==> src/rtl/rcm_pkg.sv <==
// Shared types, constants and register map of the RC capacitance meter.
package rcm_pkg;

  // Field widths.
  localparam int unsigned SampleW = 12;
  localparam int unsigned TickW   = 20;
  localparam int unsigned SettleW = 10;
  localparam int unsigned CapW    = 30;
  localparam int unsigned DriveW  = 2;

  // Configuration port geometry.
  localparam int unsigned AddrW   = 5;
  localparam int unsigned DataW   = 32;
  localparam int unsigned IndexW  = 3;

  // Register indexes.
  localparam logic [IndexW-1:0] REG_THRESHOLD  = 3'd0;
  localparam logic [IndexW-1:0] REG_TIMEOUT    = 3'd1;
  localparam logic [IndexW-1:0] REG_DISCHARGE  = 3'd2;
  localparam logic [IndexW-1:0] REG_SETTLE     = 3'd3;
  localparam logic [IndexW-1:0] REG_PAR_HIGH   = 3'd4;
  localparam logic [IndexW-1:0] REG_PAR_LOW    = 3'd5;
  localparam logic [IndexW-1:0] REG_RANGE_LIM  = 3'd6;

  // Register reset values.
  localparam logic [SampleW-1:0] THRESHOLD_RST = 12'd2588;
  localparam logic [TickW-1:0]   TIMEOUT_RST   = 20'd500000;
  localparam logic [TickW-1:0]   DISCHARGE_RST = 20'd50000;
  localparam logic [SettleW-1:0] SETTLE_RST    = 10'd10;
  localparam logic [TickW-1:0]   PAR_HIGH_RST  = 20'd300;
  localparam logic [TickW-1:0]   PAR_LOW_RST   = 20'd0;
  localparam logic [TickW-1:0]   RANGE_LIM_RST = 20'd1000000;

  // One tick on the 1k range is worth this many picofarads.
  localparam logic [CapW-1:0] LOW_RANGE_SCALE = 30'd1000;

  // Pin drive codes.
  localparam logic [DriveW-1:0] DRV_HIZ  = 2'd0;
  localparam logic [DriveW-1:0] DRV_LOW  = 2'd1;
  localparam logic [DriveW-1:0] DRV_HIGH = 2'd2;

  typedef enum logic [1:0] {
    PH_IDLE      = 2'd0,
    PH_DISCHARGE = 2'd1,
    PH_SETTLE    = 2'd2,
    PH_CHARGE    = 2'd3
  } phase_t;

  // Current configuration as seen by the measurement core.
  typedef struct packed {
    logic [SampleW-1:0] threshold_level;
    logic [TickW-1:0]   timeout_ticks;
    logic [TickW-1:0]   discharge_ticks;
    logic [SettleW-1:0] settle_ticks;
    logic [TickW-1:0]   parasitic_high_pf;
    logic [TickW-1:0]   parasitic_low_pf;
    logic [TickW-1:0]   range_limit_pf;
  } cfg_t;

  // One result item.
  typedef struct packed {
    logic              discharge_on;
    logic [DriveW-1:0] high_r_drive;
    logic [DriveW-1:0] low_r_drive;
    logic              busy_res;
    logic              done_res;
    logic              open_circuit;
    logic              used_low_range;
    logic [CapW-1:0]   capacitance_pf;
  } res_t;

endpackage

==> src/rtl/rcm_regs.sv <==
// Configuration register file behind the APB-style port.
module rcm_regs (
  input  logic                        clk,
  input  logic                        rst,
  input  logic                        psel,
  input  logic                        penable,
  input  logic                        pwrite,
  input  logic [rcm_pkg::AddrW-1:0]   paddr,
  input  logic [rcm_pkg::DataW-1:0]   pwdata,
  output logic [rcm_pkg::DataW-1:0]   prdata,
  output logic                        pready,
  output rcm_pkg::cfg_t               cfg
);
  import rcm_pkg::*;

  logic [IndexW-1:0] index;
  logic              wr_en;

  assign index  = paddr[AddrW-1:2];
  assign wr_en  = psel & penable & pwrite;
  assign pready = 1'b1;

  // Register writes; an index beyond the map is dropped.
  always_ff @(posedge clk) begin
    if (rst) begin
      cfg.threshold_level   <= THRESHOLD_RST;
      cfg.timeout_ticks     <= TIMEOUT_RST;
      cfg.discharge_ticks   <= DISCHARGE_RST;
      cfg.settle_ticks      <= SETTLE_RST;
      cfg.parasitic_high_pf <= PAR_HIGH_RST;
      cfg.parasitic_low_pf  <= PAR_LOW_RST;
      cfg.range_limit_pf    <= RANGE_LIM_RST;
    end else if (wr_en) begin
      unique case (index)
        REG_THRESHOLD: cfg.threshold_level   <= pwdata[SampleW-1:0];
        REG_TIMEOUT:   cfg.timeout_ticks     <= pwdata[TickW-1:0];
        REG_DISCHARGE: cfg.discharge_ticks   <= pwdata[TickW-1:0];
        REG_SETTLE:    cfg.settle_ticks      <= pwdata[SettleW-1:0];
        REG_PAR_HIGH:  cfg.parasitic_high_pf <= pwdata[TickW-1:0];
        REG_PAR_LOW:   cfg.parasitic_low_pf  <= pwdata[TickW-1:0];
        REG_RANGE_LIM: cfg.range_limit_pf    <= pwdata[TickW-1:0];
        default: ;
      endcase
    end
  end

  // Read decode.
  always_comb begin
    unique case (index)
      REG_THRESHOLD: prdata = DataW'(cfg.threshold_level);
      REG_TIMEOUT:   prdata = DataW'(cfg.timeout_ticks);
      REG_DISCHARGE: prdata = DataW'(cfg.discharge_ticks);
      REG_SETTLE:    prdata = DataW'(cfg.settle_ticks);
      REG_PAR_HIGH:  prdata = DataW'(cfg.parasitic_high_pf);
      REG_PAR_LOW:   prdata = DataW'(cfg.parasitic_low_pf);
      REG_RANGE_LIM: prdata = DataW'(cfg.range_limit_pf);
      default:       prdata = '0;
    endcase
  end

endmodule

==> src/rtl/rcm_core.sv <==
// Measurement sequencer: phase, range and tick counter, and the reading arithmetic.
module rcm_core (
  input  logic                          clk,
  input  logic                          rst,
  input  logic                          step,
  input  logic                          start_request,
  input  logic [rcm_pkg::SampleW-1:0]   adc_sample,
  input  rcm_pkg::cfg_t                 cfg,
  output rcm_pkg::res_t                 res
);
  import rcm_pkg::*;

  phase_t           phase, phase_next;
  logic             range_flag, range_flag_next;
  logic [TickW-1:0] tick_count, tick_count_next;

  logic             done, open_ckt, used_low;
  logic [CapW-1:0]  cap;
  logic [TickW:0]   tick_inc;
  logic [CapW-1:0]  low_product;
  logic [CapW-1:0]  low_reading;
  logic [TickW-1:0] high_reading;
  logic [DriveW-1:0] drive;

  assign tick_inc = {1'b0, tick_count} + 21'd1;

  // Readings for both ranges; the low range scales ticks to picofarads.
  assign low_product  = CapW'(tick_count) * LOW_RANGE_SCALE;
  assign low_reading  = (low_product > CapW'(cfg.parasitic_low_pf)) ?
                        low_product - CapW'(cfg.parasitic_low_pf) : '0;
  assign high_reading = (tick_count > cfg.parasitic_high_pf) ?
                        tick_count - cfg.parasitic_high_pf : '0;

  // Next state and completion.
  always_comb begin
    phase_next      = phase;
    range_flag_next = range_flag;
    tick_count_next = tick_count;
    done            = 1'b0;
    open_ckt        = 1'b0;
    used_low        = 1'b0;
    cap             = '0;
    unique case (phase)
      PH_IDLE: begin
        if (start_request) begin
          phase_next      = PH_DISCHARGE;
          range_flag_next = 1'b0;
          tick_count_next = '0;
        end
      end
      PH_DISCHARGE: begin
        if (tick_inc >= {1'b0, cfg.discharge_ticks}) begin
          tick_count_next = '0;
          phase_next      = (cfg.settle_ticks == '0) ? PH_CHARGE : PH_SETTLE;
        end else begin
          tick_count_next = tick_inc[TickW-1:0];
        end
      end
      PH_SETTLE: begin
        if (tick_inc >= (TickW+1)'(cfg.settle_ticks)) begin
          phase_next      = PH_CHARGE;
          tick_count_next = '0;
        end else begin
          tick_count_next = tick_inc[TickW-1:0];
        end
      end
      PH_CHARGE: begin
        if (adc_sample >= cfg.threshold_level) begin
          if (!range_flag) begin
            if (tick_count <= cfg.range_limit_pf) begin
              done = 1'b1;
              cap  = CapW'(high_reading);
            end else begin
              // Reading too large for the 1M range: retry on 1k.
              phase_next      = PH_DISCHARGE;
              range_flag_next = 1'b1;
              tick_count_next = '0;
            end
          end else begin
            done     = 1'b1;
            used_low = 1'b1;
            cap      = low_reading;
          end
        end else if (tick_count >= cfg.timeout_ticks) begin
          if (!range_flag) begin
            phase_next      = PH_DISCHARGE;
            range_flag_next = 1'b1;
            tick_count_next = '0;
          end else begin
            done     = 1'b1;
            open_ckt = 1'b1;
          end
        end else begin
          tick_count_next = tick_inc[TickW-1:0];
        end
        if (done) begin
          phase_next      = PH_IDLE;
          range_flag_next = 1'b0;
          tick_count_next = '0;
        end
      end
      default: ;
    endcase
  end

  // Pin states and status follow the state after this tick.
  always_comb begin
    unique case (phase_next)
      PH_DISCHARGE: drive = DRV_LOW;
      PH_SETTLE:    drive = DRV_LOW;
      PH_CHARGE:    drive = DRV_HIGH;
      default:      drive = DRV_HIZ;
    endcase
    res.discharge_on   = (phase_next == PH_DISCHARGE);
    res.high_r_drive   = range_flag_next ? DRV_HIZ : drive;
    res.low_r_drive    = range_flag_next ? drive : DRV_HIZ;
    res.busy_res       = (phase_next != PH_IDLE);
    res.done_res       = done;
    res.open_circuit   = open_ckt;
    res.used_low_range = used_low;
    res.capacitance_pf = cap;
  end

  // State registers advance once per tick item.
  always_ff @(posedge clk) begin
    if (rst) begin
      phase      <= PH_IDLE;
      range_flag <= 1'b0;
      tick_count <= '0;
    end else if (step) begin
      phase      <= phase_next;
      range_flag <= range_flag_next;
      tick_count <= tick_count_next;
    end
  end

endmodule

==> src/rtl/rc_capacitance_autorange_meter.sv <==
// Top level of the two-range RC time-constant capacitance meter.
//
//   Port group   Direction  Handshake            Payload
//   input tick   in         in_valid/in_ready    start_request, adc_sample
//   result       out        out_valid/out_ready  pins, status, capacitance_pf
//   config       in         APB psel/penable     paddr, pwdata / prdata
//
// One tick item is taken per cycle while in_ready is high. The input register
// takes an item at the transfer and the result register takes its result when
// the staged item moves on, with the sequencer updated on the way. Reset clears
// both valid bits and the sequencer, and restores every configuration register.
// When out_ready is low with a result held, the result register holds, the
// input register fills, then in_ready drops.
module rc_capacitance_autorange_meter (
  input  logic                          clk,
  input  logic                          rst,
  input  logic                          in_valid,
  output logic                          in_ready,
  input  logic                          start_request,
  input  logic [rcm_pkg::SampleW-1:0]   adc_sample,
  output logic                          out_valid,
  input  logic                          out_ready,
  output logic                          discharge_on,
  output logic [rcm_pkg::DriveW-1:0]    high_r_drive,
  output logic [rcm_pkg::DriveW-1:0]    low_r_drive,
  output logic                          busy_res,
  output logic                          done_res,
  output logic                          open_circuit,
  output logic                          used_low_range,
  output logic [rcm_pkg::CapW-1:0]      capacitance_pf,
  input  logic                          psel,
  input  logic                          penable,
  input  logic                          pwrite,
  input  logic [rcm_pkg::AddrW-1:0]     paddr,
  input  logic [rcm_pkg::DataW-1:0]     pwdata,
  output logic [rcm_pkg::DataW-1:0]     prdata,
  output logic                          pready
);
  import rcm_pkg::*;

  cfg_t               cfg;
  res_t               res_comb;
  res_t               res_reg;
  logic               stage_valid;
  logic               stage_start;
  logic [SampleW-1:0] stage_sample;
  logic               stage_move;

  // The staged tick moves on whenever the result register is free or emptying.
  assign stage_move = stage_valid & (~out_valid | out_ready);
  assign in_ready   = ~stage_valid | stage_move;

  rcm_regs u_regs (
    .clk     (clk),
    .rst     (rst),
    .psel    (psel),
    .penable (penable),
    .pwrite  (pwrite),
    .paddr   (paddr),
    .pwdata  (pwdata),
    .prdata  (prdata),
    .pready  (pready),
    .cfg     (cfg)
  );

  rcm_core u_core (
    .clk           (clk),
    .rst           (rst),
    .step          (stage_move),
    .start_request (stage_start),
    .adc_sample    (stage_sample),
    .cfg           (cfg),
    .res           (res_comb)
  );

  // Input register.
  always_ff @(posedge clk) begin
    if (rst) begin
      stage_valid <= 1'b0;
    end else if (in_ready) begin
      stage_valid <= in_valid;
    end
  end

  always_ff @(posedge clk) begin
    if (in_valid && in_ready) begin
      stage_start  <= start_request;
      stage_sample <= adc_sample;
    end
  end

  // Result register.
  always_ff @(posedge clk) begin
    if (rst) begin
      out_valid <= 1'b0;
    end else if (stage_move) begin
      out_valid <= 1'b1;
    end else if (out_ready) begin
      out_valid <= 1'b0;
    end
  end

  always_ff @(posedge clk) begin
    if (stage_move) begin
      res_reg <= res_comb;
    end
  end

  assign discharge_on   = res_reg.discharge_on;
  assign high_r_drive   = res_reg.high_r_drive;
  assign low_r_drive    = res_reg.low_r_drive;
  assign busy_res       = res_reg.busy_res;
  assign done_res       = res_reg.done_res;
  assign open_circuit   = res_reg.open_circuit;
  assign used_low_range = res_reg.used_low_range;
  assign capacitance_pf = res_reg.capacitance_pf;

endmodule
==> config.mk <==
export PLATFORM = sky130hd
export DESIGN_NAME = rc_capacitance_autorange_meter
export DESIGN_NICKNAME = d
export VERILOG_FILES = /design/src/rtl/rcm_pkg.sv /design/src/rtl/rcm_regs.sv /design/src/rtl/rcm_core.sv /design/src/rtl/rc_capacitance_autorange_meter.sv
export SDC_FILE = /design/constraint.sdc
export NUM_CORES = 1
export LEC_CHECK = 0
export ABC_AREA = 1
export ABC_CLOCK_PERIOD_IN_PS = 13150
export BUFFER_PORTS_ARGS = -buffer_cell sky130_fd_sc_hd__buf_2
export CAP_MARGIN = 25
export CORE_ASPECT_RATIO = 1.5
export CORE_MARGIN = 2
export CORE_UTILIZATION = 65
export CTS_CLUSTER_SIZE = 14
export DETAILED_ROUTE_END_ITERATION = 7
export PLACE_DENSITY = 0.94
export SYNTH_ARGS = -nofsm -noshare
export SYNTH_HDL_FRONTEND = slang
export SYNTH_SLANG_ARGS = --single-unit
==> constraint.sdc <==
create_clock -name clk -period 13.15 [get_ports clk]
set_input_delay 2.63 -clock clk [delete_from_list [all_inputs] [get_ports clk]]
set_output_delay 2.63 -clock clk [all_outputs]
set_load 0.03 [all_outputs]
* Yosys cells after proc, flatten, opt, wreduce, memory -nomap -nowiden
Cells that the tools add are included.
** Word-level totals
- Register bits :: 199
- Word-level logic and storage cells :: 116
- Output and inout bits :: 74
** Cells by class
- Multiplexer cells :: 42
- Add/sub/neg operators :: 3
- Bitwise operators :: 8
- Reduce and logical (&&, ||, !) cells :: 17
- Order comparisons :: 7
- Equal/unequal tests :: 16
- Multiply operators :: 1
** Operator list (count)
- 20-bit 2-to-1 mux :: 11
- 20-bit case mux with 7 select lines :: 1
- 20-bit case mux with 4 select lines :: 1
- 30-bit 2-to-1 mux :: 2
- 30-bit by 20-bit greater-than comparator with 1-bit output :: 1
- 30-bit by 20-bit subtractor with 30-bit output :: 1
- 20-bit by 7-bit multiplier with 27-bit output (second input constant) :: 1
- 20-bit by 1-bit adder with 21-bit output (second input constant) :: 1
- 21-bit by 10-bit >= comparator with 1-bit output :: 1
- 21-bit by 20-bit >= comparator with 1-bit output :: 1
- 20-bit >= comparator :: 1
- 20-bit greater-than comparator :: 1
- 20-bit <= comparator :: 1
- 20-bit subtractor :: 1
- 2-bit 2-to-1 mux :: 9
- 2-bit AND reduction :: 8
- 1-bit 2-to-1 mux :: 15
- 12-bit >= comparator :: 1
- 4-bit inequality test (second input constant) :: 3
- 10-bit logical NOT :: 1
- 3-bit equality test (second input constant) :: 3
- 2-bit equality test (second input constant) :: 4
- 2-bit case mux with 4 select lines :: 1
- 3-bit by 2-bit equality test with 1-bit output (second input constant) :: 2
- 14 further kinds :: 22

* Logic depth before layout (Yosys ltp)
- Word-level depth :: 10
- Mapped depth :: 29
- Gate-level depth less buffers :: 29

* Hierarchy
Synthesis repeated with hierarchy kept, for this count alone.
** Unflattened totals
- Cell total of the unflattened synthesis :: 2649
- Area total of the unflattened synthesis :: 18270.0 um^2
** Modules (own cells, without submodules)
- rcm_core :: instances 1, area an instance 10441.3 um^2, cells each 1620
- rcm_regs :: instances 1, area an instance 6175.9 um^2, cells each 965
- rc_capacitance_autorange_meter :: instances 1, area an instance 1652.8 um^2, cells each 64

* Worst setup path after synthesis
OpenSTA, ideal clock, no wires.
- Path kind :: input-to-output
- Start :: in paddr[2] (netlist bit)
- End :: out prdata[5] (netlist bit)
- Path slack :: 6.567 ns
- Stages on the path :: 8
- Arrival :: 3.953 ns
- Required time :: 10.520 ns
- Cells stage by stage :: inv_1 nor3_1 inv_1 clkbuf_1 buf_1 o22ai_1 nor3_1 o221ai_1
** Between the ends
- Cells in the longest elaborated chain, start to end :: 2
- Elaborated cells between the ends (all ways) :: 8
** Ends and longest elaborated chain
- from (decl) :: line rc_capacitance_autorange_meter.sv:34 : input logic [rcm_pkg::AddrW-1:0] paddr,
- 3-bit equality test (tied with other cells) :: line rcm_regs.sv:49 : unique case (index)
- 20-bit case mux with 7 select lines (*) :: line rcm_regs.sv:49
- to (decl) :: line rc_capacitance_autorange_meter.sv:36 : output logic [rcm_pkg::DataW-1:0] prdata,
Every way passes the cells marked *; elsewhere a longest branch is shown, timed or not.

* Final worst setup path
- Start :: in paddr[3] (netlist bit)
- End :: out prdata[14] (netlist bit)
Same word-level chain as after synthesis.

==> impl_metrics.prom <==
# TYPE chip_impl_metric gauge
chip_impl_metric{name="placer_congestion",unit=""} 1.009
chip_impl_metric{name="clock_insertion_delay_worst_skew",unit="ns"} 0.48
chip_impl_info{name="cp_cell_sequence",value="buf_2, inv_1, nor3_2, inv_1, o22ai_1, a21oi_1, o221ai_1, buf_2"} 1
chip_impl_metric{name="tightest_slew",unit="ns"} 1.082
chip_impl_metric{name="cpPeakStageDelay",unit="ns"} 0.47
chip_impl_metric{name="fin_crit_sh",unit="%"} 54.78
chip_impl_metric{name="die_w",unit="µm"} 134.8
chip_impl_metric{name="wl_per_cell",unit="µm"} 20.97
chip_impl_metric{name="finalSetupViolCount",unit=""} 0
chip_impl_metric{name="cts-resized-gates",unit=""} 0
chip_impl_metric{name="slew_headroom",unit="%"} 27.85
chip_impl_metric{name="postSynth.asyncResetShare",unit="%"} 0
chip_impl_info{name="tritoncts",value="built"} 1
chip_impl_metric{name="crit_required",unit="ns"} 10.52
chip_impl_metric{name="drc",unit=""} 0
chip_impl_metric{name="post_cts_hold_buffer_count",unit=""} 0
chip_impl_metric{name="drtIter0Drc",unit=""} 1597
chip_impl_metric{name="num_rows",unit=""} 71
chip_impl_metric{name="timing_hold_violations_final",unit=""} 0
chip_impl_metric{name="cts-buffers-inserted",unit=""} 17
chip_impl_metric{name="die_area",unit="mm²"} 0.02700
chip_impl_metric{name="layout-area-overhead-vs-synth",unit="%"} 7.990
chip_impl_metric{name="postSynthRegisterBits",unit=""} 199
chip_impl_metric{name="coreArea",unit="mm²"} 0.02514
chip_impl_metric{name="port_buffers",unit=""} 103
chip_impl_metric{name="first_global_vias",unit=""} 16380
chip_impl_info{name="layout_commonest_cell",value="sky130_fd_sc_hd__nand2_1"} 1
chip_impl_metric{name="drtPass1Iterations",unit=""} 8
chip_impl_metric{name="max_slew_violation_total_from_the_final_report",unit=""} 0
chip_impl_metric{name="clk_pin_slew_worst_paths",unit="ns"} 0.08
chip_impl_info{name="crit_slowest_cell",value="sky130_fd_sc_hd__nor3_2"} 1
chip_impl_metric{name="cap_violations",unit=""} 0
chip_impl_metric{name="synth_cell_type_count",unit=""} 53
chip_impl_info{name="mostFrequentLayoutCells",value="391 x sky130_fd_sc_hd__nand2_1, 374 x sky130_fd_sc_hd__inv_1, 260 x sky130_fd_sc_hd__a21oi_1"} 1
chip_impl_metric{name="vdd.ir_drop.worst",unit="µV"} 127.4
chip_impl_metric{name="avgSynthCellArea",unit="µm²"} 7.462
chip_impl_metric{name="worstPathArrival",unit="ns"} 4.57
chip_impl_info{name="yosys_most_used_dff",value="sky130_fd_sc_hd__dfxtp_1"} 1
chip_impl_metric{name="cts_buffer_depth",unit=""} 2
chip_impl_metric{name="proportion_of_layout_cells_with_a_drive_suffix_above_1",unit="%"} 8.355
chip_impl_metric{name="sink_count",unit=""} 199
chip_impl_metric{name="ys_seq_area_share",unit="%"} 26.98
chip_impl_metric{name="grt_start_max_net_pins",unit=""} 117
chip_impl_metric{name="antenna_found_initial",unit=""} 3
chip_impl_metric{name="total_power",unit="W"} 0.001716
chip_impl_metric{name="viasPerCell",unit=""} 6.129
chip_impl_metric{name="start_util",unit="%"} 66.40
chip_impl_metric{name="syn_inst",unit=""} 2237
chip_impl_metric{name="synth.yosys.warnings",unit=""} 0
chip_impl_metric{name="detail-route-antenna-nets",unit=""} 0
chip_impl_metric{name="num_io_pins",unit=""} 131
chip_impl_info{name="root_buffer",value="sky130_fd_sc_hd__clkbuf_16"} 1
chip_impl_metric{name="grtUsageTotal",unit="%"} 41.50
chip_impl_metric{name="globalRoute.totalOverflow",unit=""} 0
chip_impl_metric{name="fmaxAchievable",unit="GHz"} 0.1388
chip_impl_metric{name="hpwlAfterDp",unit="µm"} 43240
chip_impl_info{name="worst_hold_path_type",value="flop to flop"} 1
chip_impl_info{name="critPathLaunchType",value="input pin"} 1
chip_impl_metric{name="post_cts.repair.setup_buffers",unit=""} 0
chip_impl_metric{name="die_height",unit="µm"} 200.3
chip_impl_info{name="worst-setup-path-type",value="input pin to primary output"} 1
chip_impl_info{name="capturing_element_type_of_the_critical_path",value="primary output"} 1
chip_impl_info{name="status",value="finished clean"} 1
chip_impl_metric{name="synth.cell_area",unit="mm²"} 0.01669
chip_impl_metric{name="dr_total_vias",unit=""} 16250
chip_impl_metric{name="drt_wl_total",unit="µm"} 55590
chip_impl_metric{name="min_tclk_post_route",unit="ns"} 7.203
chip_impl_metric{name="grt_pass1_wl",unit="µm"} 85450
chip_impl_metric{name="cts.htree.levels",unit=""} 4
chip_impl_metric{name="num-nets-final",unit=""} 2627
chip_impl_info{name="grt_setup_unrepaired",value="no"} 1
chip_impl_metric{name="synth-edff-count",unit=""} 52
chip_impl_metric{name="finalClockSkew",unit="ns"} 0.01727
chip_impl_metric{name="setup-tns-final",unit="ns"} 0
chip_impl_metric{name="biggest_fanout_along_the_worst_timing_path",unit=""} 14
chip_impl_metric{name="leakage",unit="nW"} 8.640
chip_impl_metric{name="power_density",unit="mW/mm²"} 95.21
==> Yosys cell counts (9+ instances only) <==
cell type	instances	share of area (%)
sky130_fd_sc_hd__nand2_1	391	8.8
sky130_fd_sc_hd__inv_1	376	8.5
sky130_fd_sc_hd__a21oi_1	260	7.8
sky130_fd_sc_hd__ha_1	191	14
sky130_fd_sc_hd__o21ai_0	154	4.6
sky130_fd_sc_hd__nor2_1	149	3.4
sky130_fd_sc_hd__dfxtp_1	147	18
sky130_fd_sc_hd__nand3_1	96	2.9
sky130_fd_sc_hd__fa_1	70	8.4
sky130_fd_sc_hd__edfxtp_1	52	9.4
sky130_fd_sc_hd__clkbuf_1	47	1.1
sky130_fd_sc_hd__nand4_1	41	1.5
sky130_fd_sc_hd__xor2_1	36	1.9
sky130_fd_sc_hd__o22ai_1	26	0.97
sky130_fd_sc_hd__nor3_1	19	0.57
sky130_fd_sc_hd__xnor2_1	18	0.94
sky130_fd_sc_hd__nand2_2	17	0.64
sky130_fd_sc_hd__o221ai_1	17	0.89
sky130_fd_sc_hd__o211ai_1	16	0.72
sky130_fd_sc_hd__buf_4	13	0.58
sky130_fd_sc_hd__a21o_1	9	0.40
==> worst paths after layout <==
check                       start                  to  slack (ns)  cells after the start
max                      paddr[3]          prdata[14]        5.95                      8
min reg2reg       u_regs.cfg[101]     u_regs.cfg[101]        0.50                      2
min               u_regs.cfg[101]     u_regs.cfg[101]        0.50                      2
max reg2reg  u_core.tick_count[5]  capacitance_pf[27]        6.31                     27
==> per-stage QoR <==
step                cells  util (%)  setup slack, ns  area [µm²]  hold WS, ns
finish               2651     71.70            5.947       18030       0.4980
global route         2650     71.69            5.903       18020       0.5151
CTS                  2649     71.58            6.033       18000       0.4976
detailed placement   2617     69.05            6.046       17360       0.4823
global placement     2617     69.05            6.050       17360       0.4725
floorplan            2248         -            6.567       16730       0.4496
==> logic make-up after synthesis <==
logic type                 Yosys count  share of synthesized area, %
and+or+nand+nor                    744                         19.19
AOI/OAI and AO/OA                  524                         17.53
buffers and inverters              453                         10.70
adders and majority gates          261                         22.71
DFF                                199                         26.98
xor gates and xnor gates            54                         2.833
other                                2                       0.04499
==> final cells by class <==
cell class                      count  area, µm²
Multi-Input combinational cell   1596      10440
Fill cell                        2026       7114
Sequential cell                   199       4504
Inverter                          386       1450
Timing Repair Buffer              109      580.6
Clock buffer                       17      425.4
Tap cell                          328      410.4
Clock inverter                     15      210.2
Antenna cell                        1      2.502
==> routing by layer <==
metal  GRT usage [%]  vias up  part of all wire, %
li1                -     7544                    -
met1           42.90     7382                   33
met2           67.57      976                   47
met3           8.934      345                  8.6
met4           41.02        2                   12
met5               0        -                0.020
==> critical path: cells and delay by family <==
| kind | cells | cell delay [ns] |
|---|---|---|
| compound gates | 3 | 0.57 |
| buf+inv | 4 | 0.90 |
| simple gates | 1 | 0.47 |
==> registers in the layout (all words and copies together), names as in the netlist, 2 cells and up <==
signal / flops
u_regs.cfg: 122
high_r_drive: 2
u_core.phase: 2
capacitance_pf: 30
low_r_drive: 2
stage_sample: 12
u_core.tick_count: 20
==> power breakdown <==
group	internal (W)	leakage [nW]	switching, W	total, W
Combinational	0.000157	6.64	0.000328	0.000484
Sequential	0.000643	1.70	0.0000163	0.000659
Clock	0.000267	0.304	0.000306	0.000573
(Power assumes the default switching activity.)
